==> src/sv/rcfs_pkg.sv <==
// ----------------------------------------------------------------------------
// rcfs_pkg
// shared constants, codes and the highlight weight table of the column shader
// ----------------------------------------------------------------------------
package rcfs_pkg;

  localparam int unsigned SCREEN_HEIGHT = 600;
  localparam int unsigned HALF_ROWS     = SCREEN_HEIGHT / 2;
  localparam int unsigned DIVIDEND      = SCREEN_HEIGHT * 256;
  localparam int unsigned QW            = $clog2(DIVIDEND + 1);

  localparam int unsigned ROW_W   = 10;
  localparam int unsigned DEPTH_W = 16;
  localparam int unsigned RGB_W   = 24;
  localparam int unsigned INC_W   = 11;
  localparam int unsigned WT_W    = 11;
  localparam int unsigned DEN_W   = 14;
  localparam int unsigned IN_W    = 64;
  localparam int unsigned OUT_W   = 24;
  localparam int unsigned USER_W  = 2;
  localparam int unsigned ADDR_W  = 5;
  localparam int unsigned DATA_W  = 32;

  localparam int unsigned FOG_STEPS = 10;
  localparam int unsigned WT_ONE    = 1024;
  localparam int unsigned DEPTH_MAX = 65535;
  localparam int unsigned ROM_DEPTH = 1025;

  localparam longint unsigned ANGLE_PI_Q30 = 64'd3373259426;
  localparam longint unsigned ONE_Q30      = 64'd1073741824;

  // taylor term divisors (2k)(2k+1) for k = 1..5
  localparam longint unsigned TAYLOR_DIV [5] = '{64'd6, 64'd20, 64'd42, 64'd72, 64'd110};

  typedef enum logic [1:0] {
    REGION_WALL  = 2'd0,
    REGION_SKY   = 2'd1,
    REGION_FLOOR = 2'd2
  } region_e;

  typedef enum logic [2:0] {
    REG_FOG_START     = 3'd0,
    REG_FOG_END       = 3'd1,
    REG_FOG_LIMIT     = 3'd2,
    REG_HAZE_RGB      = 3'd3,
    REG_HIGHLIGHT_RGB = 3'd4,
    REG_SKY_RGB       = 3'd5,
    REG_GROUND_RGB    = 3'd6
  } reg_idx_e;

  typedef logic [WT_W-1:0] hl_rom_t [ROM_DEPTH];

  // sqrt(sin(angle)) weight per incidence code, built at elaboration
  function automatic hl_rom_t hl_rom_build();
    hl_rom_t        rom;
    longint unsigned x, x2, s, t, v, acc, bit_w, r;
    for (int i = 0; i < ROM_DEPTH; i++) begin
      x  = (longint'(i) * ANGLE_PI_Q30) >> 11;
      x2 = (x * x) >> 30;
      s  = x;
      t  = x;
      for (int k = 1; k <= 5; k++) begin
        t = ((t * x2) >> 30) / TAYLOR_DIV[k-1];
        if (k[0]) s = s - t;
        else      s = s + t;
      end
      if (s > ONE_Q30) s = ONE_Q30;
      v     = s;
      acc   = 0;
      bit_w = 64'd1 << 62;
      while (bit_w > v) bit_w = bit_w >> 2;
      while (bit_w != 0) begin
        if (v >= acc + bit_w) begin
          v   = v - (acc + bit_w);
          acc = (acc >> 1) + bit_w;
        end else begin
          acc = acc >> 1;
        end
        bit_w = bit_w >> 2;
      end
      r = (acc + 16) >> 5;
      if (r > WT_ONE) r = WT_ONE;
      rom[i] = WT_W'(r);
    end
    return rom;
  endfunction

  localparam hl_rom_t HL_ROM = hl_rom_build();

endpackage

==> src/sv/rcfs_div.sv <==
// ----------------------------------------------------------------------------
// rcfs_div
// pipelined restoring divider of the fixed screen constant by a depth word
// ----------------------------------------------------------------------------
module rcfs_div (
  input  logic                          clk_i,
  input  logic                          en_i,
  input  logic [rcfs_pkg::DEPTH_W-1:0]  divisor_i,
  output logic [rcfs_pkg::QW-1:0]       quot_o
);
  import rcfs_pkg::*;

  localparam logic [QW-1:0] DVD_BITS = QW'(DIVIDEND);

  logic [DEPTH_W-1:0] rem_q [QW];
  logic [DEPTH_W-1:0] rem_d [QW];
  logic [DEPTH_W-1:0] dvs_q [QW];
  logic [DEPTH_W-1:0] dvs_d [QW];
  logic [QW-1:0]      quo_q [QW];
  logic [QW-1:0]      quo_d [QW];

  // one quotient bit per stage, msb first
  always_comb begin
    logic [DEPTH_W:0]   sh;
    logic [DEPTH_W-1:0] pr;
    logic [DEPTH_W-1:0] pd;
    logic [QW-1:0]      pq;
    for (int k = 0; k < QW; k++) begin
      if (k == 0) begin
        pr = '0;
        pd = divisor_i;
        pq = '0;
      end else begin
        pr = rem_q[k-1];
        pd = dvs_q[k-1];
        pq = quo_q[k-1];
      end
      sh       = {pr, DVD_BITS[QW-1-k]};
      dvs_d[k] = pd;
      if (sh >= {1'b0, pd}) begin
        rem_d[k] = DEPTH_W'(sh - {1'b0, pd});
        quo_d[k] = {pq[QW-2:0], 1'b1};
      end else begin
        rem_d[k] = sh[DEPTH_W-1:0];
        quo_d[k] = {pq[QW-2:0], 1'b0};
      end
    end
  end

  always_ff @(posedge clk_i) begin
    if (en_i) begin
      rem_q <= rem_d;
      dvs_q <= dvs_d;
      quo_q <= quo_d;
    end
  end

  assign quot_o = quo_q[QW-1];

endmodule

==> config.mk <==
export PLATFORM = sky130hd
export DESIGN_NAME = rcfs_div
export DESIGN_NICKNAME = d
export VERILOG_FILES = /design/src/sv/rcfs_pkg.sv /design/src/sv/rcfs_div.sv
export SDC_FILE = /design/constraint.sdc
export NUM_CORES = 1
export LEC_CHECK = 0
export ABC_CLOCK_PERIOD_IN_PS = 3780
export BUFFER_PORTS_ARGS = -buffer_cell sky130_fd_sc_hd__buf_2
export CAP_MARGIN = 15
export CELL_PAD_IN_SITES_DETAIL_PLACEMENT = 1
export CELL_PAD_IN_SITES_GLOBAL_PLACEMENT = 2
export CORE_MARGIN = 2
export CORE_UTILIZATION = 31
export DETAILED_ROUTE_END_ITERATION = 12
export GPL_TIMING_DRIVEN = 0
export PLACE_DENSITY = 0.59
export SYNTH_ARGS = -nofsm -noshare
export SYNTH_HDL_FRONTEND = slang
export SYNTH_SLANG_ARGS = --single-unit
==> constraint.sdc <==
create_clock -name clk_i -period 3.78 [get_ports clk_i]
set_clock_uncertainty 0.1 [all_clocks]
set_input_delay 0.189 -clock clk_i [delete_from_list [all_inputs] [get_ports clk_i]]
set_output_delay 0.189 -clock clk_i [all_outputs]
set_load 0.01 [all_outputs]
### After elaboration in Yosys (flattened, before gate mapping)

Cells that the tools add are included.

* bits in registers: 715
* latch bits: 0
* memory bits (writable): 0
* bits in read-only memories: 0
* output and inout port bits: 18
* logic and storage cells: 137
* memories: 0

* $add $sub $neg: 17
* $mul: 0
* divide/modulo/power cells: 0
* magnitude comparators: 18
* eq/ne operators: 0
* shifts and indexed selects: 0
* muxes and demuxes: 34
* bitwise logic cells: 0
* reductions and logical operators: 0

Operators with widths (number)
* $ge A17 B16 Y1: 17
* $mux W16: 16
* $sub A16 B16 Y16: 16
* $mux W1: 18
* $ge A1 B16 Y1 const A: 1
* $sub A1 B16 Y16 const A: 1

### Logic depth before layout (Yosys ltp)

* depth in word-level cells: 2
* gate-level depth with buffers: 13
* mapped depth without buffers: 12

### Worst setup path before layout

OpenSTA, ideal clock, no wires.

* kind: flip-flop to flip-flop
* start: register rem_q[192] in the netlist's numbering
* end: register rem_q[184] in the netlist's numbering, data pin
* library setup time: 0.260 ns
* arrival: 2.685 ns
* required time: 3.420 ns
* slack: 0.735 ns
* stages on the path, launching flop included: 14
* path buffers: 1
* cell sequence: edfxtp_1 inv_1 ha_1 inv_1 fa_1 a21oi_1 o21ai_2 a31oi_1 nor2_2 a41oi_1 o41ai_2 a31oi_4 buf_6 mux2_4

RTL lines
* start: declaration: RTL line rcfs_div.sv:15 `logic [DEPTH_W-1:0] rem_q [QW];`
* start signal: assignment: RTL line rcfs_div.sv:52 `rem_q <= rem_d;`

==> results by group <==
Worst setup path
  • Crit path top cell by count: inv_1
  • Critical path cell sequence: inv_1 > ha_1 > inv_1 > fa_1 > a21oi_1 > o21ai_2 > a31oi_1 > nor2_2 > a41oi_2 > o41ai_2 > a31oi_4 > buf_4 > mux2_2
  • Worst-path fanout max: 6
  • CP max stage cell: fa_1
  • Crit path max-delay family: compound AO/OA/AOI/OAI gates
  • Critical Path Max Stage Delay: 0.41 ns
  • Arrival @ worst endpoint: between 3 and 4 ns
  • CP Capture Type: flop
  • CP Class: reg2reg
  • WP data required: 4.10 ns
  • Critical path buffer and inverter count: 3
  • Critical Path Start Type: flop

Pwr
  • Leak: ~17 nW
  • Clock power share: 0.247
  • Internal power: 23.3 mW
  • Net Switching: 12.5 mW
  • Maximum vdd drop: ~370 µV
  • Switch share: 0.348
  • Gate power share: 0.400
  • Part of the power in registers: 0.353
  • Pwr Density: roughly 840 mW/mm²

Synthesis
  • Multiplexer share of the synthesized area: 0.0420
  • Synthesis-stage register bit count: between 700 and 800
  • Synth Flop Type: edfxtp_1
  • Mapped Cells: between 2000 and 3000
  • Fraction of registers with async set/reset: 0
  • Synth Area in Simple Gates: 0.0792
  • Post-synthesis sequential area ratio: 0.578
  • Post-synth EDFFs: approximately 700
  • Post-Synth Adder-Cell Area: 0.0992
  • Synth warnings: 0
  • Syn Nets: approximately 3300
  • XOR/XNOR Fraction of Synth Area: 0.0396
  • Synthesized area per cell: ~12 µm²
  • Mapped cell area: between 0.03 and 0.04 mm²
  • Synth cell types: between 70 and 80
  • Compound-cell area share of the yosys netlist: 0.121
  • Main combinational cell family by area after synthesis: compound AO/OA/AOI/OAI gates

CTS
  • Clock Sinks: 715
  • Htree depth: 3
  • Clock Latency Late Sink: 0.67 ns
  • Deepest clock path buffer count: 3
  • Cts bufs inserted: 90
  • CTS tree: done
  • Reg clk slew, reported paths: approximately 0.060 ns
  • CTS root buffer: clkbuf_16

Global routing
  • Global-route wire length before repair: around 140000 µm
  • GR peak layer: met2
  • Met2 usage in global routing: 0.228
  • Aggregate global routing overflow: 0
  • Met1 usage: 0.192
  • Tot GR Track Use: 0.141
  • Largest net degree at the start of global routing: approximately 130
  • Initial antenna violation count: 3
  • Vias in the first global route: 24400
  • Grt met3 use: 0.0243

Floorplan
  • Die ar.: ~0.12 mm²
  • Die width: about 350 µm
  • I/O Pins: 36
  • Chip height: between 300 and 400 µm
  • Core ar.: roughly 0.12 mm²
  • Rows: approximately 130
  • Initial Util: 0.311

STA
  • Least-Margin Pin Slew: 0.858 ns
  • Setup WS post-layout: roughly 0.16 ns
  • Max Fclk: roughly 280 MHz
  • Fin Hold WS: about 0.040 ns
  • Slew HR: 0.424
  • Final Critical Period: about 3.6 ns
  • RSZ-0062 raised after global routing: false
  • Period utilization: 0.959
  • Count of final hold-check violations: 0
  • Final setup fails: 0
  • Setup TNS: 0 ns
  • Max-slew violations: 0

Placed design
  • GP Congestion: 0.856
  • IO buf count: 35
  • DPL Wire Length: 63600 µm
  • Dpl ws: -0.138 ns

Routing
  • Drt first-iter violations: about 1200
  • DRT antenna net count: 0
  • WL per Instance: around 18 µm
  • Vias: about 23000
  • Drt total wl: 85700 µm
  • Drt pass-1 iters: 5
  • Routed vias/inst: about 4.8
  • DRC viols: 0

Final layout
  • Fill cells: ~13000
  • Layout cells sized above 1: 0.114
  • Layout Nets: 3438
  • Area of the multi-input gates: between 0.01 and 0.015 mm²
  • FF/Latch Area: ~0.021 mm²
  • Area growth syn-to-layout: 15.2%
  • Ant. Diodes: 0

Status
  • Outcome: finished clean

Run
  • Max cap viols: 0

Hold path
  • Hold Crit Class: in2reg
-- power groups by stage --
stage	registers, mW	clock network (mW)	logic [mW]
final	12.6	8.82	14.3
after global routing	12.9	9.49	16.1
after CTS	12.7	9.20	14.4
after detailed placement	12.9	0	14.2
after global placement	13.0	0	13.9
after floorplan	12.2	0	10.8
-- synthesized netlist by cell type (all sizes together), types with 32 or more instances --
| library cell | count | area, µm² |
|---|---|---|
| edfxtp | 715 | 21500 |
| inv | 350 | 1310 |
| ha | 269 | 3370 |
| nand2 | 178 | 668 |
| o21ai | 177 | 901 |
| nor2 | 166 | 631 |
| a21oi | 149 | 753 |
| mux2 | 121 | 1440 |
| xnor2 | 104 | 911 |
| a21o | 74 | 556 |
| xor2 | 64 | 561 |
| nor3 | 47 | 235 |
| o21a | 46 | 345 |
| nand2b | 44 | 275 |
| nor2b | 42 | 263 |
| o31ai | 35 | 290 |
| a31oi | 32 | 260 |
-- final timing paths --
path	from	to	slack (ns)	depth (start not counted)
max reg2reg	rem_q[240]	rem_q[230]	0.16	13
max	rem_q[240]	rem_q[230]	0.16	13
min reg2reg	quo_q[96]	quo_q[79]	0.32	0
min	en_i	dvs_d[160]	0.04	2
-- cell usage in the layout, fill, tap and decap left out, types with 24 or more instances in the layout --
cell type	instances
a211oi_1	28
a21o_1	74
a21oi_1	147
a31oi_1	27
buf_2	47
clkbuf_1	28
clkbuf_16	92
edfxtp_1	715
ha_1	269
inv_1	350
mux2_2	97
nand2_1	178
nand2b_1	44
nand3_1	24
nand4_1	31
nor2_1	163
nor2b_1	42
nor3_1	47
o21a_1	46
o21ai_0	166
o31ai_1	32
xnor2_1	104
xor2_1	64
-- through the flow --
| step | utilization | instances | area (µm²) | total power, mW |
|---|---|---|---|---|
| after floorplan | - | 2980 | 37200 | 23.0 |
| after global placement | 0.330 | 4627 | 39300 | 26.9 |
| after detailed placement | 0.331 | 4633 | 39500 | 27.1 |
| after CTS | 0.358 | 4813 | 42700 | 36.3 |
| after global routing | 0.359 | 4816 | 42800 | 38.4 |
| final | 0.359 | 4816 | 42800 | 35.8 |
-- cell type report --
cell class | instances | share of cell area
sequential | 715 | 0.502
multi-input combinational | 1879 | 0.332
clock buffer | 106 | 0.0550
tap | 1612 | 0.0471
inverter | 350 | 0.0307
clock inverter | 55 | 0.0157
timing repair buffer | 63 | 0.0133
buffer | 36 | 0.00476
-- flip-flops by register name, summed over array words and instances, names as in the netlist --
signal	cells
dvs_d	272
rem_q	272
quo_q	153
quot_o	18
-- timing repair --
action / in CTS / in global routing
buffers inserted: 3 / 3
endpoints found under the setup margin: 26 / 50
pin swaps: 3 / 2
hold buffers: 16 / 0
hold endpoints to repair: 24 / 0
gates resized for setup: 1 / 5
-- routing by layer --
layer	wire length, µm	vias to the layer above
met4	1630	0
met3	2940	90
met5	0	-
met1	41500	11300
met2	39600	239
li1	-	11300
-- worst register-to-register path, delay by kind of cell, from the launching register on --
family | cells | cell delay, ns
buf+inv | 3 | 0.34
simple gates | 1 | 0.16
flops | 1 | 0.36
mux | 1 | 0.36
compound gates | 6 | 1.47
fa+ha+maj | 2 | 0.58
-- logic make-up (layout without fill, tap and decap cells) --
| kind of cell | count (synthesis) | count (layout) |
|---|---|---|
| flops | 715 | 715 |
| compound gates | 677 | 677 |
| simple gates | 616 | 616 |
| buf+inv | 386 | 610 |
| fa+ha+maj | 285 | 285 |
| xor+xnor | 168 | 168 |
| mux | 133 | 133 |
(Power assumes the default switching activity.)
